--- config.mk ---
export PLATFORM = sky130hd
export DESIGN_NAME = snapshot_record_parser
export DESIGN_NICKNAME = d
export VERILOG_FILES = /design/src/sv/srp_pkg.sv /design/src/sv/srp_parse_core.sv /design/src/sv/srp_out_skid.sv /design/src/sv/snapshot_record_parser.sv
export SDC_FILE = /design/constraint.sdc
export NUM_CORES = 1
export LEC_CHECK = 0
export BUFFER_PORTS_ARGS = -buffer_cell sky130_fd_sc_hd__buf_2
export CORE_AREA = 10 10 120 122
export DETAILED_ROUTE_END_ITERATION = 6
export DIE_AREA = 0 0 130 132
export HOLD_SLACK_MARGIN = 0.05
export PLACE_DENSITY = 0.69
export REMOVE_ABC_BUFFERS = 1
export SKIP_CTS_REPAIR_TIMING = 1
export SLEW_MARGIN = 25
export SYNTH_ARGS = -nofsm -noshare
export SYNTH_HDL_FRONTEND = slang
export SYNTH_SLANG_ARGS = --single-unit
--- constraint.sdc ---
create_clock -name clk -period 2.6 [get_ports clk]
set_input_delay 0.39 -clock clk [delete_from_list [all_inputs] [get_ports clk]]
set_output_delay 0.39 -clock clk [all_outputs]
set_load 0.005 [all_outputs]
--- src/sv/srp_pkg.sv ---
package srp_pkg;

    localparam int unsigned DATA_W      = 8;
    localparam int unsigned FIELD_W     = 14;
    localparam int unsigned ERR_W       = 2;
    localparam int unsigned HDR_IDX_W   = 4;
    localparam int unsigned M_TDATA_W   = 32;

    localparam logic [HDR_IDX_W-1:0] HEADER_LEN = 4'd9;
    localparam logic [HDR_IDX_W-1:0] MAGIC_LEN  = 4'd5;

    localparam logic [DATA_W-1:0] AUX_MARK    = 8'hFA;
    localparam logic [DATA_W-1:0] SELECT_DB   = 8'hFE;
    localparam logic [DATA_W-1:0] RESIZE_MARK = 8'hFB;
    localparam logic [DATA_W-1:0] END_MARK    = 8'hFF;
    localparam logic [DATA_W-1:0] TYPE_STRING = 8'h00;
    localparam logic [DATA_W-1:0] DIGIT_ZERO  = 8'h30;
    localparam logic [DATA_W-1:0] DIGIT_NINE  = 8'h39;

    typedef logic [DATA_W-1:0] magic_arr_t [0:4];
    localparam magic_arr_t MAGIC_TEXT = '{8'h52, 8'h45, 8'h44, 8'h49, 8'h53};

    typedef enum logic [ERR_W-1:0] {
        ERR_NONE      = 2'd0,
        ERR_MAGIC     = 2'd1,
        ERR_VERSION   = 2'd2
    } err_t;

    typedef enum logic [4:0] {
        PH_HEADER, PH_SKIP, PH_AKLEN, PH_AKEY, PH_AVLEN, PH_AVAL,
        PH_DBFIRST, PH_DBINDEX, PH_DBSECOND, PH_HASH, PH_EXPHASH,
        PH_TYPE, PH_EKLEN, PH_EKEY, PH_EVLEN, PH_EVAL, PH_DONE, PH_HALT
    } phase_t;

    typedef enum logic [4:0] {
        ROLE_MAGIC      = 5'd0,
        ROLE_VERSION    = 5'd1,
        ROLE_SKIPPED    = 5'd2,
        ROLE_AUX_MARK   = 5'd3,
        ROLE_AUX_KLEN   = 5'd4,
        ROLE_AUX_KEY    = 5'd5,
        ROLE_AUX_VLEN   = 5'd6,
        ROLE_AUX_VAL    = 5'd7,
        ROLE_DB_FIRST   = 5'd8,
        ROLE_DB_INDEX   = 5'd9,
        ROLE_SECOND     = 5'd10,
        ROLE_HASH       = 5'd11,
        ROLE_EXPHASH    = 5'd12,
        ROLE_TYPE       = 5'd13,
        ROLE_ENT_KLEN   = 5'd14,
        ROLE_ENT_KEY    = 5'd15,
        ROLE_ENT_VLEN   = 5'd16,
        ROLE_ENT_VAL    = 5'd17,
        ROLE_UNKNOWN    = 5'd18,
        ROLE_END        = 5'd19,
        ROLE_IGNORED    = 5'd20
    } role_t;

    typedef struct packed {
        role_t                  byte_role;
        logic [DATA_W-1:0]      byte_value;
        logic [FIELD_W-1:0]     field_value;
        err_t                   error_code;
        logic                   parse_done;
    } result_t;

endpackage

--- src/sv/srp_parse_core.sv ---
module srp_parse_core
(
    input  logic                             clk,
    input  logic                             rst_n,
    input  logic                             byte_fire,
    input  logic [srp_pkg::DATA_W-1:0]       data_byte,
    output srp_pkg::result_t                 result
);

    srp_pkg::phase_t                    phase_reg, phase_next;
    logic [srp_pkg::DATA_W-1:0]         left_reg, left_next;
    logic [srp_pkg::HDR_IDX_W-1:0]      hidx_reg, hidx_next;
    logic                               magic_ok_reg, magic_ok_next;
    logic [srp_pkg::FIELD_W-1:0]        vers_reg, vers_next;
    logic                               digits_ok_reg, digits_ok_next;
    srp_pkg::err_t                      err_reg, err_next;

    srp_pkg::role_t                     role;
    logic [srp_pkg::FIELD_W-1:0]        field;
    logic [srp_pkg::DATA_W-1:0]         left_dec;
    logic [3:0]                         digit;
    logic                               is_digit;

    assign left_dec = left_reg - 1'b1;
    assign digit    = 4'(data_byte - srp_pkg::DIGIT_ZERO);
    assign is_digit = (data_byte >= srp_pkg::DIGIT_ZERO) && (data_byte <= srp_pkg::DIGIT_NINE);

    always_comb
    begin
        phase_next     = phase_reg;
        left_next      = left_reg;
        hidx_next      = hidx_reg;
        magic_ok_next  = magic_ok_reg;
        vers_next      = vers_reg;
        digits_ok_next = digits_ok_reg;
        err_next       = err_reg;
        role           = srp_pkg::ROLE_IGNORED;
        field          = '0;

        unique case (phase_reg)
            srp_pkg::PH_HEADER:
            begin
                if (hidx_reg < srp_pkg::MAGIC_LEN)
                begin
                    role = srp_pkg::ROLE_MAGIC;
                    if (data_byte != srp_pkg::MAGIC_TEXT[hidx_reg[2:0]])
                    begin
                        magic_ok_next = 1'b0;
                    end
                end
                else
                begin
                    role = srp_pkg::ROLE_VERSION;
                    if (is_digit)
                    begin
                        // times ten as two shifts
                        vers_next = (vers_reg << 3) + (vers_reg << 1)
                                    + {{(srp_pkg::FIELD_W-4){1'b0}}, digit};
                    end
                    else
                    begin
                        digits_ok_next = 1'b0;
                    end
                end
                hidx_next = hidx_reg + 1'b1;
                if (hidx_next >= srp_pkg::HEADER_LEN)
                begin
                    if (!magic_ok_next)
                    begin
                        err_next   = srp_pkg::ERR_MAGIC;
                        phase_next = srp_pkg::PH_HALT;
                    end
                    else if (!digits_ok_next)
                    begin
                        err_next   = srp_pkg::ERR_VERSION;
                        phase_next = srp_pkg::PH_HALT;
                    end
                    else
                    begin
                        phase_next = srp_pkg::PH_SKIP;
                    end
                    field = digits_ok_next ? vers_next : '0;
                end
            end
            srp_pkg::PH_SKIP:
            begin
                if (data_byte == srp_pkg::AUX_MARK)
                begin
                    role       = srp_pkg::ROLE_AUX_MARK;
                    phase_next = srp_pkg::PH_AKLEN;
                end
                else
                begin
                    role = srp_pkg::ROLE_SKIPPED;
                end
            end
            srp_pkg::PH_AKLEN, srp_pkg::PH_EKLEN:
            begin
                field     = {{(srp_pkg::FIELD_W-srp_pkg::DATA_W){1'b0}}, data_byte};
                left_next = data_byte;
                if (phase_reg == srp_pkg::PH_AKLEN)
                begin
                    role       = srp_pkg::ROLE_AUX_KLEN;
                    phase_next = (data_byte != '0) ? srp_pkg::PH_AKEY : srp_pkg::PH_AVLEN;
                end
                else
                begin
                    role       = srp_pkg::ROLE_ENT_KLEN;
                    phase_next = (data_byte != '0) ? srp_pkg::PH_EKEY : srp_pkg::PH_EVLEN;
                end
            end
            srp_pkg::PH_AKEY, srp_pkg::PH_EKEY:
            begin
                left_next = left_dec;
                if (phase_reg == srp_pkg::PH_AKEY)
                begin
                    role = srp_pkg::ROLE_AUX_KEY;
                    if (left_dec == '0)
                    begin
                        phase_next = srp_pkg::PH_AVLEN;
                    end
                end
                else
                begin
                    role = srp_pkg::ROLE_ENT_KEY;
                    if (left_dec == '0)
                    begin
                        phase_next = srp_pkg::PH_EVLEN;
                    end
                end
            end
            srp_pkg::PH_AVLEN, srp_pkg::PH_EVLEN:
            begin
                field     = {{(srp_pkg::FIELD_W-srp_pkg::DATA_W){1'b0}}, data_byte};
                left_next = data_byte;
                if (phase_reg == srp_pkg::PH_AVLEN)
                begin
                    role       = srp_pkg::ROLE_AUX_VLEN;
                    phase_next = (data_byte != '0) ? srp_pkg::PH_AVAL : srp_pkg::PH_DBFIRST;
                end
                else
                begin
                    role       = srp_pkg::ROLE_ENT_VLEN;
                    phase_next = (data_byte != '0) ? srp_pkg::PH_EVAL : srp_pkg::PH_TYPE;
                end
            end
            srp_pkg::PH_AVAL, srp_pkg::PH_EVAL:
            begin
                left_next = left_dec;
                if (phase_reg == srp_pkg::PH_AVAL)
                begin
                    role = srp_pkg::ROLE_AUX_VAL;
                    if (left_dec == '0)
                    begin
                        phase_next = srp_pkg::PH_DBFIRST;
                    end
                end
                else
                begin
                    role = srp_pkg::ROLE_ENT_VAL;
                    if (left_dec == '0)
                    begin
                        phase_next = srp_pkg::PH_TYPE;
                    end
                end
            end
            srp_pkg::PH_DBFIRST:
            begin
                role       = srp_pkg::ROLE_DB_FIRST;
                phase_next = (data_byte == srp_pkg::SELECT_DB) ? srp_pkg::PH_DBINDEX
                                                               : srp_pkg::PH_DBSECOND;
            end
            srp_pkg::PH_DBINDEX:
            begin
                role       = srp_pkg::ROLE_DB_INDEX;
                field      = {{(srp_pkg::FIELD_W-srp_pkg::DATA_W){1'b0}}, data_byte};
                phase_next = srp_pkg::PH_DBSECOND;
            end
            srp_pkg::PH_HASH:
            begin
                role       = srp_pkg::ROLE_HASH;
                field      = {{(srp_pkg::FIELD_W-srp_pkg::DATA_W){1'b0}}, data_byte};
                phase_next = srp_pkg::PH_EXPHASH;
            end
            srp_pkg::PH_EXPHASH:
            begin
                role       = srp_pkg::ROLE_EXPHASH;
                field      = {{(srp_pkg::FIELD_W-srp_pkg::DATA_W){1'b0}}, data_byte};
                phase_next = srp_pkg::PH_TYPE;
            end
            srp_pkg::PH_DBSECOND, srp_pkg::PH_TYPE:
            begin
                // a non-resize second byte is read as a type byte straight away
                if ((phase_reg == srp_pkg::PH_DBSECOND) && (data_byte == srp_pkg::RESIZE_MARK))
                begin
                    role       = srp_pkg::ROLE_SECOND;
                    phase_next = srp_pkg::PH_HASH;
                end
                else if (data_byte == srp_pkg::END_MARK)
                begin
                    role       = srp_pkg::ROLE_END;
                    phase_next = srp_pkg::PH_DONE;
                end
                else if (data_byte == srp_pkg::TYPE_STRING)
                begin
                    role       = srp_pkg::ROLE_TYPE;
                    phase_next = srp_pkg::PH_EKLEN;
                end
                else
                begin
                    role       = srp_pkg::ROLE_UNKNOWN;
                    phase_next = srp_pkg::PH_TYPE;
                end
            end
            default:
            begin
                role = srp_pkg::ROLE_IGNORED;
            end
        endcase
    end

    always_ff @(posedge clk or negedge rst_n)
    begin
        if (!rst_n)
        begin
            phase_reg     <= srp_pkg::PH_HEADER;
            left_reg      <= '0;
            hidx_reg      <= '0;
            magic_ok_reg  <= 1'b1;
            vers_reg      <= '0;
            digits_ok_reg <= 1'b1;
            err_reg       <= srp_pkg::ERR_NONE;
        end
        else if (byte_fire)
        begin
            phase_reg     <= phase_next;
            left_reg      <= left_next;
            hidx_reg      <= hidx_next;
            magic_ok_reg  <= magic_ok_next;
            vers_reg      <= vers_next;
            digits_ok_reg <= digits_ok_next;
            err_reg       <= err_next;
        end
    end

    always_comb
    begin
        result.byte_role   = role;
        result.byte_value  = data_byte;
        result.field_value = field;
        result.error_code  = err_next;
        result.parse_done  = (phase_next == srp_pkg::PH_DONE);
    end

endmodule

--- src/sv/srp_out_skid.sv ---
module srp_out_skid
(
    input  logic                clk,
    input  logic                rst_n,
    input  logic                in_valid,
    output logic                in_ready,
    input  srp_pkg::result_t    in_word,
    output logic                out_valid,
    input  logic                out_ready,
    output srp_pkg::result_t    out_word
);

    logic               out_valid_reg, out_valid_next;
    logic               skid_valid_reg, skid_valid_next;
    srp_pkg::result_t   out_word_reg, out_word_next;
    srp_pkg::result_t   skid_word_reg, skid_word_next;
    logic               in_fire;
    logic               out_free;

    assign in_ready = !skid_valid_reg;
    assign in_fire  = in_valid && in_ready;
    assign out_free = !out_valid_reg || out_ready;

    always_comb
    begin
        out_valid_next  = out_valid_reg;
        skid_valid_next = skid_valid_reg;
        out_word_next   = out_word_reg;
        skid_word_next  = skid_word_reg;
        if (out_free)
        begin
            if (skid_valid_reg)
            begin
                out_valid_next  = 1'b1;
                out_word_next   = skid_word_reg;
                skid_valid_next = 1'b0;
            end
            else
            begin
                out_valid_next = in_fire;
                out_word_next  = in_word;
            end
        end
        else if (in_fire)
        begin
            // output stalled: park the new word
            skid_valid_next = 1'b1;
            skid_word_next  = in_word;
        end
    end

    always_ff @(posedge clk or negedge rst_n)
    begin
        if (!rst_n)
        begin
            out_valid_reg  <= 1'b0;
            skid_valid_reg <= 1'b0;
        end
        else
        begin
            out_valid_reg  <= out_valid_next;
            skid_valid_reg <= skid_valid_next;
        end
    end

    always_ff @(posedge clk)
    begin
        out_word_reg  <= out_word_next;
        skid_word_reg <= skid_word_next;
    end

    assign out_valid = out_valid_reg;
    assign out_word  = out_word_reg;

endmodule

--- src/sv/snapshot_record_parser.sv ---
// channel   dir  tdata                                        tuser
// s_        in   data_byte[7:0]                               -
// m_        out  byte_value[7:0] field_value[21:8]            byte_role[4:0]
//                error_code[23:22] parse_done[24]
//
// one byte per cycle while the skid stage is empty
// parse state is updated at the byte handshake, the result lands in an output
// register backed by a one-word skid stage
// s_tready drops only while the skid stage holds a word
// rst_n clears the parse state to the first header byte and empties both stages
module snapshot_record_parser
(
    input  logic        clk,
    input  logic        rst_n,
    input  logic        s_tvalid,
    output logic        s_tready,
    input  logic [7:0]  s_tdata,    // data_byte[7:0]
    output logic        m_tvalid,
    input  logic        m_tready,
    output logic [31:0] m_tdata,    // byte_value[7:0], field_value[21:8], error_code[23:22],
                                    // parse_done[24], zero fill
    output logic [4:0]  m_tuser     // byte_role[4:0]
);

    srp_pkg::result_t   core_word;
    srp_pkg::result_t   out_word;
    logic               byte_fire;

    assign byte_fire = s_tvalid && s_tready;

    srp_parse_core u_core
    (
        .clk       (clk),
        .rst_n     (rst_n),
        .byte_fire (byte_fire),
        .data_byte (s_tdata),
        .result    (core_word)
    );

    srp_out_skid u_skid
    (
        .clk       (clk),
        .rst_n     (rst_n),
        .in_valid  (s_tvalid),
        .in_ready  (s_tready),
        .in_word   (core_word),
        .out_valid (m_tvalid),
        .out_ready (m_tready),
        .out_word  (out_word)
    );

    assign m_tuser = out_word.byte_role;
    assign m_tdata = {{(srp_pkg::M_TDATA_W - 25){1'b0}},
                      out_word.parse_done,
                      out_word.error_code,
                      out_word.field_value,
                      out_word.byte_value};

    // a stalled output that takes a new word must fill the skid stage
    a_skid_fill: assert property (@(posedge clk) disable iff (!rst_n)
        (s_tvalid && s_tready && m_tvalid && !m_tready) |=> !s_tready)
        else $error("stalled output took a word without holding it");

    // an error halts the parse, so the end marker can never be reported with it
    a_err_not_done: assert property (@(posedge clk) disable iff (!rst_n)
        (m_tvalid && (m_tdata[23:22] != srp_pkg::ERR_NONE)) |-> !m_tdata[24])
        else $error("parse_done set together with an error");

    // once done, every later word is an ignored byte that stays done
    a_done_sticky: assert property (@(posedge clk) disable iff (!rst_n)
        (m_tvalid && m_tready && m_tdata[24] && (m_tuser != srp_pkg::ROLE_END)) |->
        (m_tuser == srp_pkg::ROLE_IGNORED))
        else $error("byte after the end marker not ignored");

endmodule

==> results of run 1 <==
-- worst max-delay path, delay by kind of cell, from the launching register on --
| kind | cells | cell delay, ns |
|---|---|---|
| adder cells (fa/ha/maj) | 2 | 0.81 |
| AO/OA/AOI/OAI | 6 | 1.16 |
| flip-flops | 1 | 0.41 |
| multiplexers | 1 | 0.25 |
-- placed cells by master (no fill, tap or decap), types with 8 or more instances in the layout --
cell type,synthesis,routed
a21oi_1,28,25
clkbuf_16,0,9
buf_2,13,43
nor3_1,18,17
nand2_1,49,49
edfxtp_1,60,60
buf_4,9,61
mux2_2,25,24
ha_1,28,28
dfrtp_1,35,34
mux2i_1,13,13
a31oi_1,8,8
xor2_1,8,8
xnor2_1,10,8
o21ai_1,22,19
inv_1,19,19
nor2_1,42,40
o21ai_0,28,26
-- logic make-up after synthesis --
| group | count (synthesis) |
|---|---|
| mux | 45 |
| compound gates | 141 |
| simple gates | 170 |
| flops | 97 |
| fa+ha+maj | 30 |
| buf+inv | 57 |
| xor+xnor | 18 |
| other cells | 1 |
-- path summary, 6_finish.rpt --
| kind | endpoint | slack [ns] |
|---|---|---|
| min in group clk | u_skid.out_valid | 0.28 |
| max reg2reg | u_skid.out_word[10] | -0.27 |
| max in group asynchronous | u_core.phase_reg[1] | 1.79 |
| min | u_core.left_reg[3] | 0.17 |
| max | u_skid.out_word[10] | -0.27 |
| min reg2reg | u_core.magic_ok_reg | 0.48 |
-- per-layer routing --
metal	share of wire (%)	GRT usage (%)	vias up
met2	48	28.0	133
met4	1.1	4.94	0
met5	0	0	-
met3	5.5	2.53	18
met1	45	24.7	2283
li1	-	-	2224
-- metrics by stage --
stage | hold slack [ns] | setup slack, ns | util, %
floorplan | 0.0944 | -0.428 | -
global placement | 0.460 | -0.477 | 54.7
detailed placement | 0.476 | -0.461 | 54.7
CTS | 0.203 | -0.360 | 57.3
global route | 0.247 | -0.399 | 58.6
finish | 0.168 | -0.270 | 58.6
-- power breakdown --
part | internal, W | leakage, nW | switching [W]
logic | 0.00140 | 1.79 | 0.00171
clock network | 0.000686 | 0.150 | 0.000649
registers | 0.00206 | 1.05 | 0.000309
-- area by class of cell --
type                    instances  area share, %
repair buffers                104           9.64
multi-input cells             411           43.2
clock inverters                 7           1.16
inverters                      20           1.07
clock buffers                   9           3.22
flip-flops and latches         97           39.1
well taps                     147           2.63
==> impl_results.md, run 1 <==
* Clk buf depth at 2
* Register area at 2730 um2
* Slowest cell on crit path: fa_1
* Layout cell share with drive strength beyond 1 at 28.5%
* Setup TNS at -3.20 ns
* Leak at 2.99 nW
* HPWL Detailed at 11,300 um
* Cell area after layout at 6990 um2
* Multi-input gate area at 3020 um2
* Most frequent cells after synthesis: edfxtp_1 (60), nand2_1 (49), nor2_1 (42)
* Non-filler cells, final at 795
* Final net count at 685
* Multiplexer area fraction after synthesis at 8.31%
* Post-synthesis instance area at 5900 um2
* GPL Wtd Cong at 0.924
* Yosys cell types at 78
* Pins Over Slew Limit at 0
* Power density cells at 976 nW/um2
* Final setup fails at 23
* FF+latch count, synth at 97
* Inst Count DP at 775
* Placed instance area at 6520 um2
* CTS tree: done
* Post-synthesis async set-or-reset flop share at 38.1%
* Largest stage delay, worst path at 0.57 ns
* Simple-gate share of the synthesized area at 15.2%
* Most frequent CP cell: a21o_1
* Worst-path clk slew at 0.08 ns
* Peak VDD IR at 0.382 mV
* Inserted Clock Buffers at 9
* CP Capture Type: register
* Routed via count at 4,658
* Xor/xnor share of the synthesized area at 2.67%
* Synth Instances at 559
* Vias/cell at 5.86
* First-pass GRT wire length at 24,600 um
* Failing checks: negative setup slack
* Worst Skew at 0.0144 ns
* Fmax at 348 MHz
* Post-synth EDFFs at 60
* Clock sink total at 97
* Primary FF master, synth: edfxtp_1
* Pwr Total at 0.00682 W
* Largest net degree at the start of global routing at 38
* Max_slew headroom at 38.7%
* Skew-Pair Late Insertion Delay at 0.35 ns
* Synth Area in Adders at 6.61%
* Fillers at 1,015
* Worst-margin pin slew at 0.920 ns
* Setup repair after global routing missed its margin: yes
* Arr. time, crit path at 2.97 ns
* Min Tclk post-route at 2.87 ns
* Warnings from Yosys at 0
* Initial drt markers at 380
* Core area at 11,900 um2
* Reg2reg path depth at 9
* Top fanout value on the critical path at 3
* Initial Utilization at 49.6%
* Inserted Diodes at 0
* Synth-to-Final Area Change at 18.3%
* FP Rows at 40
* Worst EP required at 2.71 ns
* DIE HEIGHT at 132 um
* Ranking of synthesized cells by area: edfxtp_1 (31%), dfrtp_1 (15%), ha_1 (5.9%)
* Post-synth top area share at 30.5%
* Width of the die at 130 um
* Status: finished with violations
* Startpoint Class: register
* Setup Crit Path Kind: reg -> reg
* Syn_area_per_cell at 10.6 um2
* Worst path cell trace: fa_1 > ha_1 > a21o_1 > a21o_1 > a21o_1 > a21o_1 > a221oi_4 > o21ai_2 > mux2_4
* Worst r2r src: u_core.vers_reg[0]
* GRT Overall Usage at 17.8%
* Max H-tree Level at 3
* Main combinational cell family by area after synthesis: compound AO/OA/AOI/OAI gates
* CTS root buf: clkbuf_16
* Area fraction in compound gates after synthesis at 15.6%
* Count leader, synth: edfxtp_1
* Io pins at 51
* # port buffers at 43
* Final worst slack at -0.270 ns
* Sequential area share after synthesis at 46.2%
* DR WL/cell at 19.2 um
* Final worst-path cycle share at 110%
* CP startpoint: u_core.vers_reg[0]
* Total iterations of the first detailed-routing run at 5
* Grt total ovfl at 0
* Final hold vios at 0
* Initial antenna violation count at 0
* MaxCap Viol Count at 0
* DRC at 0
* Antenna Nets Post-Route at 0
* Vias in the first global route at 4,515
* Full die area at 17,200 um2
* Routed Wire Length at 15,300 um
* Hold Path Class: in -> async
* Area leader, netlist: edfxtp_1
Note: power is estimated with default switching activity, not from simulation.
==> run 2: changes to the inputs <==
--- a/config.mk
+++ b/config.mk
@@ -6,9 +6,9 @@
 export NUM_CORES = 1
 export LEC_CHECK = 0
 export BUFFER_PORTS_ARGS = -buffer_cell sky130_fd_sc_hd__buf_2
-export CORE_AREA = 10 10 120 122
+export CORE_AREA = 2 2 112 114
 export DETAILED_ROUTE_END_ITERATION = 6
-export DIE_AREA = 0 0 130 132
+export DIE_AREA = 0 0 114 116
 export HOLD_SLACK_MARGIN = 0.05
 export PLACE_DENSITY = 0.69
 export REMOVE_ABC_BUFFERS = 1
==> run 2 against run 1 <==
The run still ends with negative setup slack left; die area decreased by 23%; sequential power is essentially flat; wire length is 4.7% lower; largest cell class unchanged; highest routed layer unchanged.
==> impl_results.md, run 2 (synthesis results as in run 1) <==
* Grt total ovfl at 0 (unchanged)
* Full die area at 13,200 um2 (was 17,200 um2)
* Multi-input gate area at 2960 um2 (was 3020 um2)
* DRC at 0 (unchanged)
* Max H-tree Level at 3 (unchanged)
* Leak at 2.96 nW (was 2.99 nW)
* Setup repair after global routing missed its margin: yes (unchanged)
* DIE HEIGHT at 116 um (was 132 um)
* Clk buf depth at 2 (unchanged)
* Arr. time, crit path at 3.02 ns (was 2.97 ns)
* Register area at 2730 um2 (about the same)
* Initial Utilization at 49.6% (unchanged)
* Setup TNS at -3.41 ns (was -3.20 ns)
* Commonest non-fill, non-tap cell in the layout: buf_4 (unchanged)
* Startpoint Class: register (unchanged)
* Status: finished with violations (unchanged)
* Width of the die at 114 um (was 130 um)
* DR WL/cell at 18.3 um (was 19.2 um)
* Failing checks: negative setup slack (unchanged)
* Most frequent cells in the layout: buf_4 (61), edfxtp_1 (60), nand2_1 (49) (unchanged)
* CP Capture Type: register (unchanged)
* Final worst-path cycle share at 112% (was 110%)
* Antenna Nets Post-Route at 0 (unchanged)
* Final hold vios at 0 (unchanged)
* Max_slew headroom at 41.3% (was 38.7%)
* Worst-margin pin slew at 0.872 ns (was 0.920 ns)
* Worst EP required at 2.70 ns (was 2.71 ns)
* Inserted Diodes at 0 (unchanged)
* First-pass GRT wire length at 23,300 um (was 24,600 um)
* Clock sink total at 97 (unchanged)
* GRT Overall Usage at 22.7% (was 17.8%)
* Power density cells at 977 nW/um2 (was 976 nW/um2)
* Final net count at 685 (unchanged)
* Routed Wire Length at 14,600 um (was 15,300 um)
* MaxCap Viol Count at 0 (unchanged)
* FP Rows at 40 (unchanged)
* Synth-to-Final Area Change at 17.5% (was 18.3%)
* Placed instance area at 6500 um2 (was 6520 um2)
* Non-filler cells, final at 795 (unchanged)
* Inserted Clock Buffers at 9 (unchanged)
* Min Tclk post-route at 2.92 ns (was 2.87 ns)
* CTS tree: done (unchanged)
* Total iterations of the first detailed-routing run at 7 (was 5)
* Peak VDD IR at 0.349 mV (was 0.382 mV)
* Final setup fails at 23 (unchanged)
* Vias/cell at 5.82 (was 5.86)
* Worst-path clk slew at 0.08 ns (about the same)
* Skew-Pair Late Insertion Delay at 0.35 ns (about the same)
* Routed via count at 4,629 (was 4,658)
* Pins Over Slew Limit at 0 (unchanged)
* Final hold slack at 0.00417 ns (was 0.168 ns)
* Setup Crit Path Kind: reg -> reg (unchanged)
* Dpl ws at -0.521 ns (was -0.461 ns)
* Fillers at 996 (was 1,015)
* Top fanout value on the critical path at 3 (unchanged)
* HPWL Detailed at 10,800 um (was 11,300 um)
* Io pins at 51 (unchanged)
* Layout cell share with drive strength beyond 1 at 27.2% (was 28.5%)
* # port buffers at 43 (unchanged)
* Worst Skew at 0.0131 ns (was 0.0144 ns)
* Cell area after layout at 6940 um2 (was 6990 um2)
* Hold Path Class: in -> async (unchanged)
* Inst Count DP at 773 (was 775)
* Fmax at 342 MHz (was 348 MHz)
* Initial drt markers at 300 (was 380)
* Largest net degree at the start of global routing at 38 (unchanged)
* Final worst slack at -0.320 ns (was -0.270 ns)
* CTS root buf: clkbuf_16 (unchanged)
* Core area at 11,900 um2 (unchanged)
* Vias in the first global route at 4,467 (was 4,515)
* GPL Wtd Cong at 0.950 (was 0.924)
* Initial antenna violation count at 0 (unchanged)
==> run 2: cell count changes in the layout (fill, tap and decap cells not counted), moves of 2 or more <==
cell     delta
a21oi_1     +2
a21oi_2     -2
o21ai_1     +2
xnor2_1     +2
xnor2_2     -2
==> run 2: path summary, 6_finish.rpt <==
kind                            slack [ns]                start  cells past startpoint                   to
worst max-delay path                 -0.32   u_core.vers_reg[2]                     10  u_skid.out_word[10]
worst min-delay path                 0.004                rst_n                      1   u_core.left_reg[4]
worst max register to register       -0.32   u_core.vers_reg[2]                     10  u_skid.out_word[10]
worst min register to register        0.49  u_core.magic_ok_reg                      2  u_core.magic_ok_reg
max in group asynchronous             2.19                rst_n                      1  u_core.magic_ok_reg
min in group clk                      0.26             s_tvalid                      3     u_skid.out_valid
==> run 2: stage by stage <==
step | total power, W | utilization (%)
final | 0.00678 | 58.3
after global routing | 0.00725 | 58.3
after CTS | 0.00662 | 57.2
after detailed placement | 0.00528 | 54.6
after global placement | 0.00517 | 54.6
after floorplan | 0.00421 | -
==> run 2: final cells by class <==
cell class                      instances  area share (%)
Multi-Input combinational cell        411            42.7
Clock inverter                          7            1.17
Clock buffer                            9            3.25
Sequential cell                        97            39.3
Timing Repair Buffer                  104            9.79
Tap cell                              147            2.65
Inverter                               20            1.08
==> run 2: worst max-delay path, stage by stage (launching register included) <==
cell and delay (ns):
dfrtp_1 0.40, fa_1 0.49, ha_1 0.30, a21o_1 0.16, a21o_1 0.18, buf_6 0.12
a21o_1 0.16, a21o_1 0.16, a221oi_2 0.30, o21ai_1 0.14, mux2_4 0.26
==> run 2: metal layers <==
layer | GRT usage, % | part of all wire, % | vias up
li1 | - | - | 2219
met1 | 32.8 | 47 | 2223
met2 | 35.2 | 46 | 158
met3 | 2.51 | 4.8 | 29
met4 | 9.11 | 2.4 | 0
met5 | 0 | 0 | -
==> run 2: power breakdown <==
part,switching [W],internal [W],total [W]
combinational,0.00170,0.00137,0.00307
clock,0.000660,0.000688,0.00135
sequential,0.000298,0.00206,0.00236
